**src/rtl/lphm_pkg.sv**
```systemverilog
`timescale 1ns / 1ps
// ----------------------------------------------------------------------------
// Linear probe hash map package
// Shared widths, codes and the command/status bundles between controller
// and datapath.
// ----------------------------------------------------------------------------
package lphm_pkg;

  // Parameter defaults
  localparam int unsigned CapacityDef = 1024;
  localparam int unsigned KeyBitsDef  = 32;
  localparam int unsigned DataBitsDef = 32;

  // Fixed field widths on the ports
  localparam int unsigned KeyW   = 32;
  localparam int unsigned HashW  = 32;
  localparam int unsigned ValueW = 32;
  localparam int unsigned LimitW = 11;
  localparam int unsigned TotalW = 11;

  localparam logic [LimitW-1:0] FillLimitRst = 11'd768;

  typedef enum logic [1:0] {
    KIND_LOOKUP = 2'd0,
    KIND_INSERT = 2'd1,
    KIND_REMOVE = 2'd2,
    KIND_CLEAR  = 2'd3
  } kind_e;

  typedef enum logic [1:0] {
    RES_DONE      = 2'd0,
    RES_NOT_FOUND = 2'd1,
    RES_FULL      = 2'd2
  } res_e;

  typedef enum logic [1:0] {
    SLOT_EMPTY = 2'd0,
    SLOT_LIVE  = 2'd1,
    SLOT_TOMB  = 2'd2
  } slot_e;

  typedef enum logic [1:0] {
    WR_NONE       = 2'd0,
    WR_FREE_LIVE  = 2'd1,
    WR_MATCH_LIVE = 2'd2,
    WR_MATCH_TOMB = 2'd3
  } wr_e;

  typedef enum logic [1:0] {
    CNT_HOLD = 2'd0,
    CNT_INC  = 2'd1,
    CNT_DEC  = 2'd2,
    CNT_ZERO = 2'd3
  } cnt_e;

  // Controller to datapath
  typedef struct packed {
    logic load;        // capture the accepted item
    logic issue;       // read the slot at the probe pointer and advance
    logic sweep;       // write the slot at the probe pointer empty and advance
    wr_e  wr;          // slot update after the probe
    cnt_e cnt;         // live count update
    logic res_load;    // load the output register
    res_e res_status;
  } cmd_t;

  // Datapath to controller
  typedef struct packed {
    logic  probe_done;
    logic  sweep_last;
    logic  match;
    logic  free_found;
    logic  can_add;
    logic  out_free;
    kind_e kind;
  } sts_t;

endpackage

```
**src/rtl/lphm_ctrl.sv**
```systemverilog
`timescale 1ns / 1ps
// ----------------------------------------------------------------------------
// Linear probe hash map controller
// Sequences reset sweep, probe, slot update, clear sweep and result hand-off.
// ----------------------------------------------------------------------------
module lphm_ctrl (
  input  logic             clk_i,
  input  logic             rst_ni,
  input  logic             s_valid_i,
  input  lphm_pkg::kind_e  s_kind_i,
  input  lphm_pkg::sts_t   sts_i,
  output logic             s_ready_o,
  output lphm_pkg::cmd_t   cmd_o
);
  import lphm_pkg::*;

  typedef enum logic [6:0] {
    S_INIT  = 7'b0000001,
    S_IDLE  = 7'b0000010,
    S_PROBE = 7'b0000100,
    S_APPLY = 7'b0001000,
    S_TOMB  = 7'b0010000,
    S_CLEAR = 7'b0100000,
    S_RESP  = 7'b1000000
  } state_e;

  state_e state_q, state_d;
  res_e   res_q, res_d;

  always_comb begin
    state_d = state_q;
    res_d   = res_q;
    cmd_o   = '{load: 1'b0, issue: 1'b0, sweep: 1'b0, wr: WR_NONE, cnt: CNT_HOLD,
                res_load: 1'b0, res_status: res_q};
    unique case (state_q)
      S_INIT: begin
        cmd_o.sweep = 1'b1;
        if (sts_i.sweep_last) state_d = S_IDLE;
      end
      S_IDLE: begin
        if (s_valid_i) begin
          cmd_o.load = 1'b1;
          state_d    = (s_kind_i == KIND_CLEAR) ? S_CLEAR : S_PROBE;
        end
      end
      S_PROBE: begin
        if (sts_i.probe_done) state_d = S_APPLY;
        else cmd_o.issue = 1'b1;
      end
      S_APPLY: begin
        state_d = S_RESP;
        unique case (sts_i.kind)
          KIND_REMOVE: begin
            if (sts_i.match) begin
              cmd_o.wr  = WR_MATCH_TOMB;
              cmd_o.cnt = CNT_DEC;
              res_d     = RES_DONE;
            end else begin
              res_d = RES_NOT_FOUND;
            end
          end
          KIND_INSERT: begin
            if (sts_i.match) begin
              res_d = RES_DONE;
              // move the pair forward to an earlier tombstone
              if (sts_i.free_found) begin
                cmd_o.wr = WR_FREE_LIVE;
                state_d  = S_TOMB;
              end else begin
                cmd_o.wr = WR_MATCH_LIVE;
              end
            end else if (sts_i.can_add && sts_i.free_found) begin
              cmd_o.wr  = WR_FREE_LIVE;
              cmd_o.cnt = CNT_INC;
              res_d     = RES_DONE;
            end else begin
              res_d = RES_FULL;
            end
          end
          default: begin
            res_d = sts_i.match ? RES_DONE : RES_NOT_FOUND;
          end
        endcase
      end
      S_TOMB: begin
        cmd_o.wr = WR_MATCH_TOMB;
        state_d  = S_RESP;
      end
      S_CLEAR: begin
        cmd_o.sweep = 1'b1;
        if (sts_i.sweep_last) begin
          cmd_o.cnt = CNT_ZERO;
          res_d     = RES_DONE;
          state_d   = S_RESP;
        end
      end
      S_RESP: begin
        if (sts_i.out_free) begin
          cmd_o.res_load = 1'b1;
          state_d        = S_IDLE;
        end
      end
      default: state_d = S_INIT;
    endcase
  end

  always_ff @(posedge clk_i or negedge rst_ni) begin
    if (!rst_ni) begin
      state_q <= S_INIT;
      res_q   <= RES_DONE;
    end else begin
      state_q <= state_d;
      res_q   <= res_d;
    end
  end

  assign s_ready_o = (state_q == S_IDLE);

endmodule

```
**config.mk**
```make
export PLATFORM = sky130hd
export DESIGN_NAME = lphm_ctrl
export DESIGN_NICKNAME = d
export VERILOG_FILES = /design/src/rtl/lphm_pkg.sv /design/src/rtl/lphm_ctrl.sv
export SDC_FILE = /design/constraint.sdc
export NUM_CORES = 1
export LEC_CHECK = 0
export ABC_AREA = 1
export BUFFER_PORTS_ARGS = -buffer_cell sky130_fd_sc_hd__buf_4
export CORE_ASPECT_RATIO = 1.1
export CORE_UTILIZATION = 44
export CTS_CLUSTER_SIZE = 24
export DETAILED_ROUTE_END_ITERATION = 12
export GPL_ROUTABILITY_DRIVEN = 0
export MAX_ROUTING_LAYER = met4
export PLACE_DENSITY = 0.79
export SETUP_SLACK_MARGIN = 0.3
export SLEW_MARGIN = 20
export SYNTH_ARGS = -nofsm -noshare
export SYNTH_HDL_FRONTEND = slang
export SYNTH_SLANG_ARGS = --single-unit
```
**constraint.sdc**
```tcl
create_clock -name clk_i -period 1.4 [get_ports clk_i]
set_clock_uncertainty 0.15 [all_clocks]
set_input_delay 0.14 -clock clk_i [delete_from_list [all_inputs] [get_ports clk_i]]
set_output_delay 0.14 -clock clk_i [all_outputs]
set_load 0.01 [all_outputs]
```
==> results of run 1 <==
-- metrics by stage --
stage | std cells | power [µW] | utilization (%) | worst slack [ns] | area, µm²
floorplan | 113 | 860 | - | 0.0709 | 796
CTS | 171 | 1370 | 76.9 | -0.341 | 1200
finish | 177 | 1620 | 83.0 | -0.384 | 1290
detailed placement | 156 | 1070 | 65.0 | -0.101 | 1010
global route | 177 | 1730 | 83.0 | -0.450 | 1290
global placement | 156 | 1060 | 65.0 | -0.0891 | 1010
-- power by group --
part	leakage, µW	switching [µW]	total, µW	internal [µW]
sequential	0.000119	53.3	386	332
clock	0.0000150	96.5	206	110
combinational	0.000608	569	1020	455
total	0.000742	719	1620	897
-- metal layers --
layer	up-vias	global-route usage [%]	wire [µm]
met2	60	46.3	1430
met3	16	4.02	160
met5	-	-	0
li1	445	-	-
met1	470	33.3	1110
met4	0	18.0	114
-- cells in the final DEF (no fill, tap or decap), types with 5 or more instances in the layout --
master   synthesis  layout
dfrtp_1          8       8
nor2_1          16       7
nor2_4           1       5
nand2_1         30      22
nor2_2           1       6
buf_6            0       8
nand2_4          2       8
buf_4            0      31
nand2_2          5       7
inv_2            5      10
inv_1           18      12
-- cell type report --
class / instances / area (µm²) / share of cell area, %
Clock buffer: 4 / 26.3 / 2.03
Inverter: 23 / 88.8 / 6.87
Multi-Input combinational cell: 81 / 567 / 43.9
Sequential cell: 9 / 226 / 17.5
Tap cell: 17 / 21.3 / 1.65
Timing Repair Buffer: 43 / 363 / 28.1
-- state kept, by name (all words and copies together) (netlist names) --
| register | cells |
|---|---|
| res_q | 2 |
| state_q | 7 |
-- critical path, stage by stage (launching register included) --
cell and delay (ns):
dfrtp_1 0.40, nor2_1 0.17, nand2_1 0.09, inv_2 0.10
nand2_4 0.07, nor2_4 0.10, inv_2 0.07, o31ai_4 0.06
buf_4 0.16
-- timing repair --
item                                   4_1_cts  5_1_grt
gates resized for setup                     17       13
buffers inserted                             7        6
setup endpoints to repair                   18       19
pin swaps                                    5       10
cloned                                       0        0
endpoints found under the hold margin       12        0
hold buffers                                 4        0
-- worst paths after layout --
kind	from	to	slack, ns	cells past startpoint
max in group asynchronous	rst_ni	state_q[0]$_DFFE_PN1P_	0.79	2
setup / recovery	state_q[2]$_DFFE_PN0P_	cmd_o[3]	-0.38	8
min in group asynchronous	rst_ni	state_q[5]$_DFFE_PN0P_	0.08	2
setup reg to reg	state_q[6]$_DFFE_PN0P_	state_q[5]$_DFFE_PN0P_	-0.25	11
hold / removal	sts_i[3]	res_q[1]$_DFFE_PN0P_	0.04	4
hold reg to reg	res_q[1]$_DFFE_PN0P_	res_q[1]$_DFFE_PN0P_	0.35	2
-- kinds of logic (layout without fill, tap and decap cells) --
kind of cell	count (synthesis)	in the layout	synth area share, %
flip-flops	9	9	31.1
adder cells (fa/ha/maj)	3	3	5.16
buffers and inverters	23	70	11.9
AND/OR/NAND/NOR	69	69	45.0
AO/OA/AOI/OAI	9	9	6.87
==> metrics.md, run 1 <==
| Metric | Value |
|---|---|
| CP endpoint kind | primary output |
| Full die area | 0.00182 mm² |
| H-tree depth | 1 |
| TNS Setup | -4.47 ns |
| Setup crit start kind | flop |
| Max Cap Viol | 0 |
| Final WS setup | -0.384 ns |
| Cells after synthesis | 113 |
| Syn_nets | 129 |
| Worst Max-Slew Pin Slew | 0.254 ns |
| Core area | 0.00156 mm² |
| Seq/Total Area, Yosys | 31.1% |
| CTS buffer count | 3 |
| Layout cell share with drive strength beyond 1 | 55.6% |
| First-pass GRT wire length | 3.48 mm |
| Asr flop ratio synth | 100% |
| Top-Level Pins | 24 |
| Remaining Overflow, GRT | 0 |
| Avg Vias per Cell | 5.60 |
| Primary FF master, synth | dfrtp_1 |
| Violated checks | negative setup slack |
| Via count | 991 |
| Initial antenna violation count | 0 |
| Slew Limit Fails | 0 |
| Distinct cells, synth | 19 |
| GRT Overall Usage | 29.3% |
| Top-count cell post-synth | nand2_1 |
| Pin count of the biggest net entering global routing | 10 |
| Setup Viol. Count Final | 18 |
| Post-route DRC | 0 |
| Pwr Density | 1250 mW/mm² |
| Class of the worst hold path | in -> reg |
| Warnings from Yosys | 0 |
| Min cycle time layout | 1.78 ns |
| Layout net count | 177 |
| Leading area contributor after synthesis | dfrtp_1 |
| Die Ht | 44.7 µm |
| CP Class | reg -> out |
| Peak supply drop | 1.17 mV |
| Static Leak | 0.000742 µW |
| Synth top cells by count | nand2_1, inv_1, nor2_1, dfrtp_1, nand3_1 |
| Final hold vios | 0 |
| CP Max Fanout | 4 |
| Relative slew slack | 83.1% |
| Hold Slack | 0.0382 ns |
| Routed WL | 2.81 mm |
| Synth area leaders | dfrtp_1, nand2_1, inv_1 |
| Port-buffer cells | 23 |
| Die width | 40.8 µm |
| RSZ-0062 raised after global routing | yes |
| Routed Antenna Nets | 0 |
| Status | complete, but fails checks |
| Fillers | 91 |
| DP HPWL | 1.46 mm |
| CTS tree | done |
| CTS Buffer Depth | 2 |
| Routed len/inst | 15.9 µm |
| Std cell rows | 15 |
| Fmax | 560 MHz |
| Seq cells post-synth | 9 |
| Clock latency on the worst-skew pair | 0.27 ns |
| CP Data Arrival Time | 1.49 ns |
| Post-synth EDFFs | 0 |
| Antenna diodes | 0 |
| Syn Area/Cell | 6.44 µm² |
| Sink Count | 9 |
| DR iter-0 viols | 34 |
| Critical Path RT | 1.11 ns |
| Mapped Area | 728 µm² |
| First-pass DRT Iterations | 4 |
| Vias in the first global route | 873 |
| Final worst-path cycle share | 127% |
| Initial core utilization | 46.7% |
| Yosys top cell area share | 27.5% |
| Root buffer cell | clkbuf_4 |
| Reg clk slew, reported paths | 0.07 ns |
| Area Overhead vs Synth | 77.5% |
Note: power is estimated with default switching activity, not from simulation.
==> run 2, diff against run 1 <==
--- a/config.mk
+++ b/config.mk
@@ -8,4 +8,5 @@
 export ABC_AREA = 1
 export BUFFER_PORTS_ARGS = -buffer_cell sky130_fd_sc_hd__buf_4
+export CAP_MARGIN = 20
 export CORE_ASPECT_RATIO = 1.1
 export CORE_UTILIZATION = 44
==> constraint.sdc (replaced) <==
create_clock -name clk_i -period 1.4 [get_ports clk_i]
set_clock_uncertainty 0.15 [all_clocks]
set_input_delay 0 -clock clk_i [delete_from_list [all_inputs] [get_ports clk_i]]
set_output_delay 0 -clock clk_i [all_outputs]
set_load 0.01 [all_outputs]
==> run 2 against run 1 <==
  * The flow finishes with violations (negative hold slack, negative setup slack)
  * Cell area is 11% higher
  * Total power grew 7.8%
  * Sequential power increased by 2%
  * Critical path depth up 1
  * Via count up 7.2%
  * Die area unchanged
  * Clock power increased by 11%
  * Final cell count grew 3.4%
  * Utilization is 8.8 points higher
  * Hold slack worse by 0.098 ns
  * First-iteration DRC count grew 26%
  * Routed wire length is 31% higher
==> metrics.md, run 2 (synthesized netlist as in run 1, its figures left out) <==
| Metric | Value |
|---|---|
| Hold Slack | -0.0594 ns (was 0.0382 ns) |
| Peak supply drop | 0.862 mV (was 1.17 mV) |
| Sink Count | 9 (unchanged) |
| Class of the worst hold path | in -> reg (unchanged) |
| GRT Overall Usage | 38.5% (was 29.3%) |
| Critical Path Most Common Cell | nor2_4 (was inv_2) |
| Die Ht | 44.7 µm (unchanged) |
| Die width | 40.8 µm (unchanged) |
| Net Sw Power | 842 µW (was 719 µW) |
| Slowest stage delay, CP | 0.40 ns (about the same) |
| Initial antenna violation count | 0 (unchanged) |
| CTS buffer count | 3 (unchanged) |
| Reg clk slew, reported paths | 0.07 ns (about the same) |
| Layout cell share with drive strength beyond 1 | 57.8% (was 55.6%) |
| Tot Pwr | 1740 µW (was 1620 µW) |
| Root buffer cell | clkbuf_4 (unchanged) |
| Design Area, Final | 0.00143 mm² (was 0.00129 mm²) |
| Routed Antenna Nets | 0 (unchanged) |
| Max Cap Viol | 0 (unchanged) |
| CP endpoint kind | primary output (unchanged) |
| Area Overhead vs Synth | 96.2% (was 77.5%) |
| Pin count of the biggest net entering global routing | 10 (unchanged) |
| Violated checks | negative hold slack, negative setup slack (was negative setup slack) |
| Most common cell after layout, fill and taps aside | buf_4 (unchanged) |
| Avg Vias per Cell | 5.80 (was 5.60) |
| Clk pwr share | 13.1% (was 12.8%) |
| Biggest register | state_q (unchanged) |
| Antenna diodes | 0 (unchanged) |
| Routed WL | 3.67 mm (was 2.81 mm) |
| CP Data Arrival Time | 1.68 ns (was 1.49 ns) |
| Clock latency on the worst-skew pair | 0.28 ns (was 0.27 ns) |
| Sequential power share | 22.7% (was 23.9%) |
| Post-route DRC | 0 (unchanged) |
| DP HPWL | 1.50 mm (was 1.46 mm) |
| Top delay family on crit path | simple AND/OR/NAND/NOR gates (unchanged) |
| Remaining Overflow, GRT | 0 (unchanged) |
| Final worst-path cycle share | 131% (was 127%) |
| Slowest stage cell on the critical path | dfrtp_1 (unchanged) |
| Internal power | 901 µW (was 897 µW) |
| Final hold vios | 2 (was 0) |
| TNS Setup | -5.64 ns (was -4.47 ns) |
| CTS tree | done (unchanged) |
| First-pass DRT Iterations | 4 (unchanged) |
| Full die area | 0.00182 mm² (unchanged) |
| Routed len/inst | 20.1 µm (was 15.9 µm) |
| Fillers | 64 (was 91) |
| Std cell rows | 15 (unchanged) |
| Slew Limit Fails | 0 (unchanged) |
| Bufs and invs on worst path | 3 (unchanged) |
| Fin cells | 183 (was 177) |
| Max FFs per register | 7 (unchanged) |
| CTS Buffer Depth | 2 (unchanged) |
| CP Max Fanout | 3 (was 4) |
| Top-Level Pins | 24 (unchanged) |
| Fmax | 545 MHz (was 560 MHz) |
| Switch share | 48.3% (was 44.5%) |
| Share of total power in combinational logic | 64.2% (was 63.4%) |
| Dpl cells | 155 (was 156) |
| Initial core utilization | 46.7% (unchanged) |
| First-pass GRT wire length | 4.43 mm (was 3.48 mm) |
| Vias in the first global route | 971 (was 873) |
| H-tree depth | 1 (unchanged) |
| CP Class | reg -> out (unchanged) |
| Status | complete, but fails checks (unchanged) |
| Cell Chain, Critical Path | inv_2 > nand2_4 > nor2_4 > buf_12 > nand2_8 > nor2_4 > nand2_2 > o21ai_2 > buf_4 (was nor2_1 > nand2_1 > inv_2 > nand2_4 > nor2_4 > inv_2 > o31ai_4 > buf_4) |
| Pwr Density | 1220 mW/mm² (was 1250 mW/mm²) |
| Setup crit start kind | flop (unchanged) |
| Core area | 0.00156 mm² (unchanged) |
| Critical Path RT | 1.25 ns (was 1.11 ns) |
| DR iter-0 viols | 43 (was 34) |
| Static Leak | 0.000792 µW (was 0.000742 µW) |
| Min cycle time layout | 1.83 ns (was 1.78 ns) |
| Setup Viol. Count Final | 18 (unchanged) |
| Most frequent cells in the layout | buf_4, nand2_1, inv_1 (unchanged) |
| Layout net count | 183 (was 177) |
| Cell Area, Placed | 976 µm² (was 0.00101 mm²) |
| Via count | 1,062 (was 991) |
| Hold buffer count at cts | 9 (was 4) |
| Worst Max-Slew Pin Slew | 0.383 ns (was 0.254 ns) |
| Relative slew slack | 74.4% (was 83.1%) |
| Final WS setup | -0.434 ns (was -0.384 ns) |
| Port-buffer cells | 23 (unchanged) |
| Top flop regs | state_q: 7 flops, res_q: 2 flops (unchanged) |
| RSZ-0062 raised after global routing | yes (unchanged) |
## run 2: cell count changes in the layout (fill, tap and decap cells not counted), moves of 2 or more
cell           before  now
nor2_2              6    3
o31ai_4             2    0
inv_2              10    7
dlygate4sd3_1       4    9
nand3_1             3    1
nor2_4              5    9
nand2_1            22   20
nand2_4             8   10
o31ai_2             0    2
## run 2: cell type report
type / count / area, µm² / share of cell area, %
inverters: 23 / 96.3 / 6.74
well taps: 17 / 21.3 / 1.49
clock buffers: 4 / 26.3 / 1.84
flip-flops and latches: 9 / 226 / 15.8
repair buffers: 49 / 433 / 30.3
multi-input cells: 81 / 626 / 43.8
## run 2: final timing paths
check / startpoint / to / slack (ns) / cells past startpoint
worst max-delay path: state_q[4]$_DFFE_PN0P_ / cmd_o[6] / -0.43 / 9
worst min-delay path: s_valid_i / state_q[1]$_DFFE_PN0P_ / -0.06 / 4
worst max register to register: state_q[4]$_DFFE_PN0P_ / res_q[0]$_DFFE_PN0P_ / -0.38 / 9
worst min register to register: res_q[1]$_DFFE_PN0P_ / res_q[1]$_DFFE_PN0P_ / 0.36 / 2
max in group asynchronous: rst_ni / state_q[0]$_DFFE_PN1P_ / 0.39 / 3
min in group asynchronous: rst_ni / state_q[4]$_DFFE_PN0P_ / 0.48 / 3
## run 2: what timing repair did
action / 4_1_cts / 5_1_grt
pin swaps: 16 / 18
hold endpoints to repair: 18 / 2
endpoints found under the setup margin: 18 / 18
buffers inserted: 9 / 6
gates cloned: 0 / 0
gates resized for setup: 31 / 26
## run 2: metrics by stage
| stage | utilization [%] | worst slack (ns) |
|---|---|---|
| 4_1_cts | 81.0 | -0.213 |
| 2_1_floorplan | - | 0.0998 |
| 6_report | 91.7 | -0.434 |
| 3_5_place_dp | 62.7 | -0.0629 |
| 3_3_place_gp | 62.7 | -0.0187 |
| 5_1_grt | 91.7 | -0.496 |
## run 2: power by group through the flow
stage                     combinational (µW)  clock (µW)  sequential [µW]
after floorplan                          440           0              381
after global placement                   631           0              378
after detailed placement                 649           0              380
after CTS                                829         210              380
after global routing                    1190         249              398
final                                   1120         229              395
## run 2: worst min-delay path, stage by stage
cell and delay (ns):
buf_4 0.08, inv_1 0.07, nand3_4 0.12, nand2_2 0.06
## run 2: routing by layer
metal | global-route usage, % | part of all wire [%] | up-vias
li1 | - | - | 460
met1 | 35.3 | 33 | 510
met3 | 14.1 | 4.9 | 25
met2 | 58.8 | 56 | 67
met5 | - | 0 | -
met4 | 34.7 | 6.0 | 0
